==> config.mk <==
export PLATFORM = sky130hd
export DESIGN_NAME = color_gradient_ramp_unit
export DESIGN_NICKNAME = d
export VERILOG_FILES = /design/src/rtl/core/cgr_pkg.sv /design/src/rtl/core/cgr_cell.sv /design/src/rtl/core/cgr_div.sv /design/src/rtl/core/color_gradient_ramp_unit.sv
export SDC_FILE = /design/constraint.sdc
export NUM_CORES = 2
export LEC_CHECK = 0
export BUFFER_PORTS_ARGS = -buffer_cell sky130_fd_sc_hd__buf_4
export CAP_MARGIN = 15
export CORE_MARGIN = 2
export CORE_UTILIZATION = 50
export DETAILED_ROUTE_END_ITERATION = 10
export MAX_ROUTING_LAYER = met4
export PLACE_DENSITY = 0.68
export SYNTH_ARGS = -nofsm -noshare
export SYNTH_HDL_FRONTEND = slang
export SYNTH_HIERARCHICAL = 1
export SYNTH_SLANG_ARGS = --single-unit
==> constraint.sdc <==
create_clock -name clk_i -period 8.3 [get_ports clk_i]
set_clock_uncertainty 0.2 [all_clocks]
set_input_delay 0.415 -clock clk_i [delete_from_list [all_inputs] [get_ports clk_i]]
set_output_delay 0.415 -clock clk_i [all_outputs]
set_load 0.05 [all_outputs]
==> src/rtl/core/cgr_pkg.sv <==
// Shared types, constants and codes for the color gradient ramp unit.
// No dependencies.
`timescale 1ns / 1ps

package cgr_pkg;

  localparam int POS_W       = 17;      // position, 65536 = 1.0
  localparam int CH_W        = 8;       // one color channel
  localparam int NUM_CH      = 4;       // r, g, b, a
  localparam int GW_W        = 13;      // ramp width register
  localparam int IDX_W       = 12;      // sample index
  localparam int FRAC_W      = 16;      // interpolation fraction / quotient bits
  localparam int TOTAL_W     = 5;       // reported point total
  localparam int MAX_POINTS_DEF = 16;

  localparam logic [POS_W-1:0] ONE_POS   = POS_W'(65536);
  localparam logic [GW_W-1:0]  GW_RESET  = GW_W'(256);

  typedef enum logic [1:0] {
    OP_CLEAR  = 2'd0,
    OP_INSERT = 2'd1,
    OP_SAMPLE = 2'd2,
    OP_NONE   = 2'd3
  } op_e;

  typedef enum logic [1:0] {
    STS_OK   = 2'd0,
    STS_FEW  = 2'd1,
    STS_FULL = 2'd2
  } status_e;

  typedef enum logic [2:0] {
    ST_IDLE,
    ST_DIVP,
    ST_SCAN,
    ST_FRAC,
    ST_DIVT,
    ST_MIX,
    ST_DONE
  } state_e;

  typedef logic [CH_W-1:0] color_t [NUM_CH];

  typedef struct packed {
    logic [POS_W-1:0]             pos;
    logic [NUM_CH-1:0][CH_W-1:0]  col;
  } point_t;

endpackage

==> src/rtl/core/cgr_cell.sv <==
// One table slot of the sorted point chain; loads the new point or its left neighbor.
// Depends on cgr_pkg.
`timescale 1ns / 1ps

module cgr_cell (
  input  logic           clk_i,
  input  logic           ins_en_i,     // insert word accepted, table not full
  input  logic           valid_i,      // this slot holds a point
  input  cgr_pkg::point_t new_pt_i,
  input  cgr_pkg::point_t prev_pt_i,
  input  logic           prev_valid_i,
  input  logic           prev_le_i,    // left neighbor stays in place
  output cgr_pkg::point_t pt_o,
  output logic           le_o
);
  import cgr_pkg::*;

  point_t pt_q, pt_d;
  logic   take_new, take_prev;

  assign le_o      = valid_i && (pt_q.pos <= new_pt_i.pos);
  assign take_new  = ins_en_i && !le_o && prev_le_i;
  assign take_prev = ins_en_i && prev_valid_i && !prev_le_i;

  always_comb begin
    pt_d = pt_q;
    if (take_new) begin
      pt_d = new_pt_i;
    end else if (take_prev) begin
      pt_d = prev_pt_i;
    end
  end

  always_ff @(posedge clk_i) begin
    pt_q <= pt_d;
  end

  assign pt_o = pt_q;

endmodule

==> src/rtl/core/cgr_div.sv <==
// Restoring divider, one quotient bit per cycle, for num < den.
// Depends on cgr_pkg.
`timescale 1ns / 1ps

module cgr_div (
  input  logic                      clk_i,
  input  logic                      rst_ni,
  input  logic                      start_i,
  input  logic [cgr_pkg::POS_W-1:0] num_i,
  input  logic [cgr_pkg::POS_W-1:0] den_i,
  output logic                      done_o,
  output logic [cgr_pkg::FRAC_W-1:0] quot_o
);
  import cgr_pkg::*;

  localparam int CNT_W = $clog2(FRAC_W);

  logic [POS_W-1:0]  rem_q, rem_d, den_q;
  logic [FRAC_W-1:0] quot_q, quot_d;
  logic [CNT_W-1:0]  cnt_q, cnt_d;
  logic              busy_q, busy_d, done_q, done_d;
  logic [POS_W:0]    r2, diff;
  logic              ge;

  assign r2   = {rem_q, 1'b0};
  assign diff = r2 - {1'b0, den_q};
  assign ge   = r2 >= {1'b0, den_q};

  always_comb begin
    rem_d  = rem_q;
    quot_d = quot_q;
    cnt_d  = cnt_q;
    busy_d = busy_q;
    done_d = 1'b0;
    if (start_i) begin
      rem_d  = num_i;
      cnt_d  = CNT_W'(FRAC_W - 1);
      busy_d = 1'b1;
    end else if (busy_q) begin
      rem_d  = ge ? diff[POS_W-1:0] : r2[POS_W-1:0];
      quot_d = {quot_q[FRAC_W-2:0], ge};
      cnt_d  = cnt_q - 1'b1;
      if (cnt_q == '0) begin
        busy_d = 1'b0;
        done_d = 1'b1;
      end
    end
  end

  always_ff @(posedge clk_i or negedge rst_ni) begin
    if (!rst_ni) begin
      busy_q <= 1'b0;
      done_q <= 1'b0;
      cnt_q  <= '0;
    end else begin
      busy_q <= busy_d;
      done_q <= done_d;
      cnt_q  <= cnt_d;
    end
  end

  always_ff @(posedge clk_i) begin
    rem_q  <= rem_d;
    quot_q <= quot_d;
    if (start_i) begin
      den_q <= den_i;
    end
  end

  assign done_o = done_q;
  assign quot_o = quot_q;

endmodule

==> src/rtl/core/color_gradient_ramp_unit.sv <==
// Top level of the color gradient ramp unit: point chain, scan, divider, mixer.
// Depends on cgr_pkg, cgr_cell, cgr_div.
`timescale 1ns / 1ps

// Channel  Direction  Handshake              Carries
// in       to block   in_valid_i/in_stall_o  opcode, point, sample index
// out      from block out_valid_o/out_stall_i status, rgba, point total
// cfg      to block   cfg_we_i               gradient width
//
// Clear, insert and unused opcodes load the result register when accepted: the chain shifts in parallel.
// A sample runs the index division (16 quotient bits), a scan of up to MAX_POINTS
// points, the fraction division, then setup, mixing and the output load; a clamped
// index or a whole-step fraction skips its division. Both divisions use the shared
// one-bit-per-cycle divider.
// Reset clears the point count, the width register (to 256) and all control.
// A word is taken only while no sample is in flight; an output stall holds the
// result register and a new word waits until it can be written.

module color_gradient_ramp_unit #(
  parameter int MAX_POINTS = cgr_pkg::MAX_POINTS_DEF
) (
  input  logic                       clk_i,
  input  logic                       rst_ni,
  input  logic                       cfg_we_i,
  input  logic [cgr_pkg::GW_W-1:0]   cfg_wdata_i,
  input  logic                       in_valid_i,
  output logic                       in_stall_o,
  input  logic [1:0]                 opcode_i,
  input  logic [cgr_pkg::POS_W-1:0]  point_position_i,
  input  logic [cgr_pkg::CH_W-1:0]   point_red_i,
  input  logic [cgr_pkg::CH_W-1:0]   point_green_i,
  input  logic [cgr_pkg::CH_W-1:0]   point_blue_i,
  input  logic [cgr_pkg::CH_W-1:0]   point_alpha_i,
  input  logic [cgr_pkg::IDX_W-1:0]  sample_index_i,
  output logic                       out_valid_o,
  input  logic                       out_stall_i,
  output logic [1:0]                 status_o,
  output logic [cgr_pkg::CH_W-1:0]   red_o,
  output logic [cgr_pkg::CH_W-1:0]   green_o,
  output logic [cgr_pkg::CH_W-1:0]   blue_o,
  output logic [cgr_pkg::CH_W-1:0]   alpha_o,
  output logic [cgr_pkg::TOTAL_W-1:0] point_total_o
);
  import cgr_pkg::*;

  localparam int CNT_W = $clog2(MAX_POINTS + 1);
  localparam int IW    = $clog2(MAX_POINTS);

  state_e state_q, state_d;

  logic [GW_W-1:0]  width_q;
  logic [GW_W-1:0]  w_eff;
  logic [CNT_W-1:0] count_q, count_d;

  logic   in_acc, out_free, out_load;
  op_e    op;
  point_t new_pt;

  // point chain
  point_t          cell_pt [MAX_POINTS];
  logic [MAX_POINTS-1:0] cell_le, cell_valid;
  logic            ins_en;

  // sample datapath
  logic [POS_W-1:0] p_q, p_d, lp_q, lp_d, rp_q, rp_d, t_q, t_d;
  logic [POS_W-1:0] q_eff, rp_eff, frac_num, frac_den, div_num, div_den;
  logic [NUM_CH-1:0][CH_W-1:0] lcol_q, lcol_d, rcol_q, rcol_d, rcol_eff;
  logic [CH_W-1:0]  mix_q [NUM_CH];
  logic [CH_W-1:0]  mix_d [NUM_CH];
  logic             has_l_q, has_l_d, has_r_q, has_r_d;
  logic [IW-1:0]    scan_q, scan_d;
  point_t           rd_pt;
  logic             scan_last;

  logic              div_start, div_done;
  logic [FRAC_W-1:0] div_quot;

  // output register
  logic             ov_q, ov_d;
  status_e          osts_q, osts_d;
  logic [NUM_CH-1:0][CH_W-1:0] ocol_q, ocol_d;
  logic [TOTAL_W-1:0] otot_q, otot_d;

  assign op     = op_e'(opcode_i);
  assign w_eff  = (width_q == '0) ? GW_W'(1) : width_q;
  assign new_pt = '{pos: point_position_i,
                    col: {point_alpha_i, point_blue_i, point_green_i, point_red_i}};

  assign out_free   = !ov_q || !out_stall_i;
  assign in_stall_o = !((state_q == ST_IDLE) && out_free);
  assign in_acc     = in_valid_i && !in_stall_o;
  assign ins_en     = in_acc && (op == OP_INSERT) &&
                      (count_q < CNT_W'(MAX_POINTS));

  // chain: slot k takes the new point where the "stays" flags turn off,
  // and every slot after it whose left neighbor is occupied takes that neighbor
  for (genvar k = 0; k < MAX_POINTS; k++) begin : g_cell
    assign cell_valid[k] = CNT_W'(k) < count_q;
    if (k == 0) begin : g_head
      cgr_cell u_cell (
        .clk_i       (clk_i),
        .ins_en_i    (ins_en),
        .valid_i     (cell_valid[k]),
        .new_pt_i    (new_pt),
        .prev_pt_i   (new_pt),
        .prev_valid_i(1'b0),
        .prev_le_i   (1'b1),
        .pt_o        (cell_pt[k]),
        .le_o        (cell_le[k])
      );
    end else begin : g_body
      cgr_cell u_cell (
        .clk_i       (clk_i),
        .ins_en_i    (ins_en),
        .valid_i     (cell_valid[k]),
        .new_pt_i    (new_pt),
        .prev_pt_i   (cell_pt[k-1]),
        .prev_valid_i(cell_valid[k-1]),
        .prev_le_i   (cell_le[k-1]),
        .pt_o        (cell_pt[k]),
        .le_o        (cell_le[k])
      );
    end
  end

  // scan read port: first point counts as 0, last as 1.0
  assign rd_pt     = cell_pt[scan_q];
  assign scan_last = CNT_W'(scan_q) == (count_q - 1'b1);
  assign q_eff     = (scan_q == '0) ? '0 : (scan_last ? ONE_POS : rd_pt.pos);

  assign rp_eff   = has_r_q ? rp_q : lp_q;
  assign rcol_eff = has_r_q ? rcol_q : lcol_q;
  assign frac_num = p_q - lp_q;
  assign frac_den = rp_eff - lp_q;

  assign div_num = (state_q == ST_IDLE) ? POS_W'(sample_index_i) : frac_num;
  assign div_den = (state_q == ST_IDLE) ? POS_W'(w_eff) : frac_den;

  cgr_div u_div (
    .clk_i  (clk_i),
    .rst_ni (rst_ni),
    .start_i(div_start),
    .num_i  (div_num),
    .den_i  (div_den),
    .done_o (div_done),
    .quot_o (div_quot)
  );

  // channel = (a*65536 + (b-a)*t + 32768) >> 16; stays within 0..255
  always_comb begin
    logic signed [CH_W:0]        dlt;
    logic signed [CH_W+POS_W+1:0] acc;
    for (int c = 0; c < NUM_CH; c++) begin
      dlt = $signed({1'b0, rcol_eff[c]}) - $signed({1'b0, lcol_q[c]});
      acc = $signed({2'b00, lcol_q[c], 16'h0000}) + dlt * $signed({1'b0, t_q}) +
            $signed((CH_W+POS_W+2)'(32768));
      mix_d[c] = acc[CH_W+FRAC_W-1:FRAC_W];
    end
  end

  always_comb begin
    state_d   = state_q;
    count_d   = count_q;
    div_start = 1'b0;
    p_d       = p_q;
    lp_d      = lp_q;
    rp_d      = rp_q;
    t_d       = t_q;
    lcol_d    = lcol_q;
    rcol_d    = rcol_q;
    has_l_d   = has_l_q;
    has_r_d   = has_r_q;
    scan_d    = scan_q;
    out_load  = 1'b0;
    osts_d    = STS_OK;
    ocol_d    = '0;

    case (state_q)
      ST_IDLE: begin
        if (in_acc) begin
          out_load = 1'b1;
          case (op)
            OP_CLEAR: begin
              count_d = '0;
            end
            OP_INSERT: begin
              if (ins_en) begin
                count_d = count_q + 1'b1;
              end else begin
                osts_d = STS_FULL;
              end
            end
            OP_SAMPLE: begin
              if (count_q < CNT_W'(2)) begin
                osts_d = STS_FEW;
              end else begin
                out_load = 1'b0;
                scan_d   = '0;
                has_l_d  = 1'b0;
                has_r_d  = 1'b0;
                if (GW_W'(sample_index_i) >= w_eff) begin
                  p_d     = ONE_POS;
                  state_d = ST_SCAN;
                end else begin
                  div_start = 1'b1;
                  state_d   = ST_DIVP;
                end
              end
            end
            default: begin
            end
          endcase
        end
      end
      ST_DIVP: begin
        if (div_done) begin
          p_d     = POS_W'(div_quot);
          state_d = ST_SCAN;
        end
      end
      ST_SCAN: begin
        if (q_eff <= p_q && (!has_l_q || q_eff > lp_q)) begin
          has_l_d = 1'b1;
          lp_d    = q_eff;
          lcol_d  = rd_pt.col;
        end else if (q_eff >= p_q) begin
          has_r_d = 1'b1;
          rp_d    = q_eff;
          rcol_d  = rd_pt.col;
        end
        if (scan_last || (has_r_d && !has_r_q)) begin
          state_d = ST_FRAC;
        end else begin
          scan_d = scan_q + 1'b1;
        end
      end
      ST_FRAC: begin
        if (rp_eff > lp_q) begin
          if (frac_num >= frac_den) begin
            t_d     = ONE_POS;
            state_d = ST_MIX;
          end else begin
            div_start = 1'b1;
            state_d   = ST_DIVT;
          end
        end else begin
          t_d     = '0;
          state_d = ST_MIX;
        end
      end
      ST_DIVT: begin
        if (div_done) begin
          t_d     = POS_W'(div_quot);
          state_d = ST_MIX;
        end
      end
      ST_MIX: begin
        state_d = ST_DONE;
      end
      ST_DONE: begin
        if (out_free) begin
          out_load = 1'b1;
          for (int c = 0; c < NUM_CH; c++) begin
            ocol_d[c] = mix_q[c];
          end
          state_d = ST_IDLE;
        end
      end
      default: begin
        state_d = ST_IDLE;
      end
    endcase

    ov_d   = out_load ? 1'b1 : (ov_q && out_stall_i);
    otot_d = TOTAL_W'(count_d);
  end

  always_ff @(posedge clk_i or negedge rst_ni) begin
    if (!rst_ni) begin
      state_q <= ST_IDLE;
      count_q <= '0;
      width_q <= GW_RESET;
      ov_q    <= 1'b0;
      has_l_q <= 1'b0;
      has_r_q <= 1'b0;
      scan_q  <= '0;
    end else begin
      state_q <= state_d;
      count_q <= count_d;
      ov_q    <= ov_d;
      has_l_q <= has_l_d;
      has_r_q <= has_r_d;
      scan_q  <= scan_d;
      if (cfg_we_i) begin
        width_q <= cfg_wdata_i;
      end
    end
  end

  always_ff @(posedge clk_i) begin
    p_q    <= p_d;
    lp_q   <= lp_d;
    rp_q   <= rp_d;
    t_q    <= t_d;
    lcol_q <= lcol_d;
    rcol_q <= rcol_d;
    if (state_q == ST_MIX) begin
      mix_q <= mix_d;
    end
    if (out_load) begin
      osts_q <= osts_d;
      ocol_q <= ocol_d;
      otot_q <= otot_d;
    end
  end

  assign out_valid_o   = ov_q;
  assign status_o      = osts_q;
  assign red_o         = ocol_q[0];
  assign green_o       = ocol_q[1];
  assign blue_o        = ocol_q[2];
  assign alpha_o       = ocol_q[3];
  assign point_total_o = otot_q;

  // table never overfills
  assert property (@(posedge clk_i) disable iff (!rst_ni)
    count_q <= CNT_W'(MAX_POINTS))
    else $error("point count above table size");

  // divider results only arrive while a division is awaited
  assert property (@(posedge clk_i) disable iff (!rst_ni)
    div_done |-> (state_q == ST_DIVP || state_q == ST_DIVT))
    else $error("divider done outside a division state");

  // a scan only runs on a table of two or more points
  assert property (@(posedge clk_i) disable iff (!rst_ni)
    (state_q == ST_SCAN) |-> (count_q >= CNT_W'(2)))
    else $error("scan with fewer than two points");

  // the table stays put while a sample is in flight
  assert property (@(posedge clk_i) disable iff (!rst_ni)
    (state_q != ST_IDLE) |=> $stable(count_q))
    else $error("point count changed during a sample");

endmodule
==> results.md <==
* Routed wire length per instance at 23.7 µm
* Core area at 185000 µm²
* Syn-to-layout area delta at 8.44%
* Slew Limit Fails at 0
* Clock root buffer: clkbuf_16
* Final period util at 92.3%
* Crit start category: flip-flop
* CTS Buffer Depth at 3
* Count of final hold-check violations at 0
* CP max-delay cell: dfrtp_2
* Yosys warns at 6
* Largest net degree at the start of global routing at 90
* Vias at 70600
* Initial Util at 50.4%
* Die Y-Extent at 436 µm
* GRT met3 Usage at 5.38%
* Max Fclk at 0.131 GHz
* Vias/cell at 6.45
* Outcome: completed
* Min-delay src: point_green_i[0]
* Critical path startpoint: has_r_q
* RSZ-0062 raised after global routing: false
* Die area at 190000 µm²
* Die width at 436 µm
* Crit-path most repeated cell: fa_1
* Syn_area_per_cell at 11.0 µm²
* HP Class: in2reg
* Row cnt at 158
* Met2 usage at 43.7%
* Ratio of cells with drive above 1 in the final layout at 10.8%
* Relative slew slack at 18.4%
* Clk slew on worst S/H paths at 0.06 ns
* WS Path Type: reg2reg
* Max Cap Viol at 0
* Critical path endpoint category: flip-flop
* Multi-input gate area at 56000 µm²
* Clk_lat worst skew at 0.79 ns
* CP delay by family, top: adder cells
* Netlist area before placement at 93400 µm²
* Crit Path Max Fanout at 31
* Least-Margin Pin Slew at 1.22 ns
* Top Usage Layer GRT: met2
* Initial antenna violation count at 15
* Critical Path RT at 8.63 ns
* Worst r2r src: has_r_q
* Num ports at 122
* Final wirelength at 259000 µm
* Final core utilization at 54.6%
* Final RePlAce weighted congestion at 0.909
* Iteration-0 DRC Markers at 7435
* First-pass GRT wire length at 407000 µm
* IO buf count at 121
* CP bufs+invs at 5
* Sequential cell area at 32000 µm²
* DRC viols at 0
* GR Util All Layers at 27.6%
* Nets at 9495
* Crit-path max cell delay at 0.57 ns
* Met1 GRT Util at 36.3%
* Fillcell total at 15900
* Total CTS buffers at 131
* Pre-antenna DRT Iters at 9
* DP HPWL at 188000 µm
* Clk sinks at 1071
* H-Tree Depth at 4
* Mapped Cells at 8492
* Post-CTS setup buffer count at 0
* Worst EP arrival at 7.99 ns
* Setup-failing EPs final at 0
* Tmin final at 7.66 ns
* Grt ovf at 0
* CTS tree: done
* Setup TNS at 0 ns
* Vias in the first global route at 70700
* Number of routed nets with antenna violations at 0
-- worst reg2reg max path, cell delays in order, from the launching register on --
cell and delay, ns:
dfrtp_2 0.57, buf_4 0.35, mux2i_1 0.16, ha_1 0.22, fa_1 0.44, o21ai_0 0.39
a31oi_1 0.19, xnor2_1 0.21, buf_4 0.25, nand2_1 0.11, fa_1 0.51, fa_1 0.50
inv_1 0.05, fa_1 0.46, fa_1 0.51, inv_1 0.06, fa_1 0.51, inv_1 0.04
ha_1 0.29, nand4_1 0.12, o311ai_1 0.42, nand2_2 0.15, o211ai_4 0.27, o41ai_4 0.10
o21ba_2 0.21, xnor2_1 0.11
-- final cells by class --
class / instances / area share [%]
flip-flops and latches: 1071 / 31.6
diodes: 6 / 0.0148
multi-input cells: 5959 / 55.3
inverters: 836 / 3.10
well taps: 2480 / 3.06
clock buffers: 163 / 3.43
repair buffers: 346 / 2.83
clock inverters: 72 / 0.675
-- path summary, 6_finish.rpt --
kind	endpoint	slack (ns)	depth (start not counted)
max	mix_q[7]	0.64	25
min	g_cell[0].g_head.u_cell/pt_o[8]	0.07	2
max reg2reg	mix_q[7]	0.64	25
min reg2reg	u_div/quot_o[12]	0.26	0
max in group asynchronous	has_r_q	7.12	4
min in group asynchronous	width_q[8]	0.53	3
-- per-stage QoR --
stage	instances	hold WS, ns	worst slack (ns)	cell area (µm²)
2_1_floorplan	8494	-0.0806	0.141	93400
4_1_cts	10900	0.00516	0.627	101000
3_3_place_gp	10600	0.253	0.784	96200
6_report	10900	0.0693	0.638	101000
5_1_grt	10900	0.0640	0.169	101000
3_5_place_dp	10600	0.244	0.683	96200
-- per-layer routing --
layer,routed length (µm),up-vias
li1,-,31800
met1,108000,35500
met2,122000,2867
met3,22300,382
met4,5990,0
met5,0,-
-- state kept, by name (all words and copies together), names as in the netlist, 8 cells and up --
name / cells
lcol_q: 32
red_o: 8
mix_q: 32
green_o: 8
rcol_q: 32
alpha_o: 8
g_cell.g_body.u_cell/pt_o: 735
blue_o: 8
u_div/quot_o: 16
g_cell.g_head.u_cell/pt_o: 49
lp_q: 17
u_div/den_q: 17
rp_q: 17
t_q: 17
width_q: 13
u_div/rem_q: 17
p_q: 17
-- cells in the final DEF, fill, tap and decap left out, types with 31 or more instances in the layout --
master,count
inv_1,834
nand2_1,394
nor3_1,294
a21o_1,845
edfxtp_1,1037
dlygate4sd3_1,80
xor2_1,43
o21a_1,32
o21ai_0,154
a221o_1,794
nor2b_1,41
buf_4,261
nand2b_1,155
and2_1,322
and3_1,32
ha_1,614
nor2_1,128
a21oi_1,209
nand4_1,54
or3_1,31
nand3_1,53
nand3b_1,36
clkbuf_16,134
nand4_2,32
fa_1,455
xnor2_1,86
mux4_2,243
nor3b_1,534
-- timing repair --
action / CTS / global route
hold buffers: 81 / 0
hold endpoints to repair: 178 / 0
gates resized for setup: 0 / 0
Power is not shown: default switching activity piles up to over one toggle a cycle in this logic, so the estimate is an artifact.
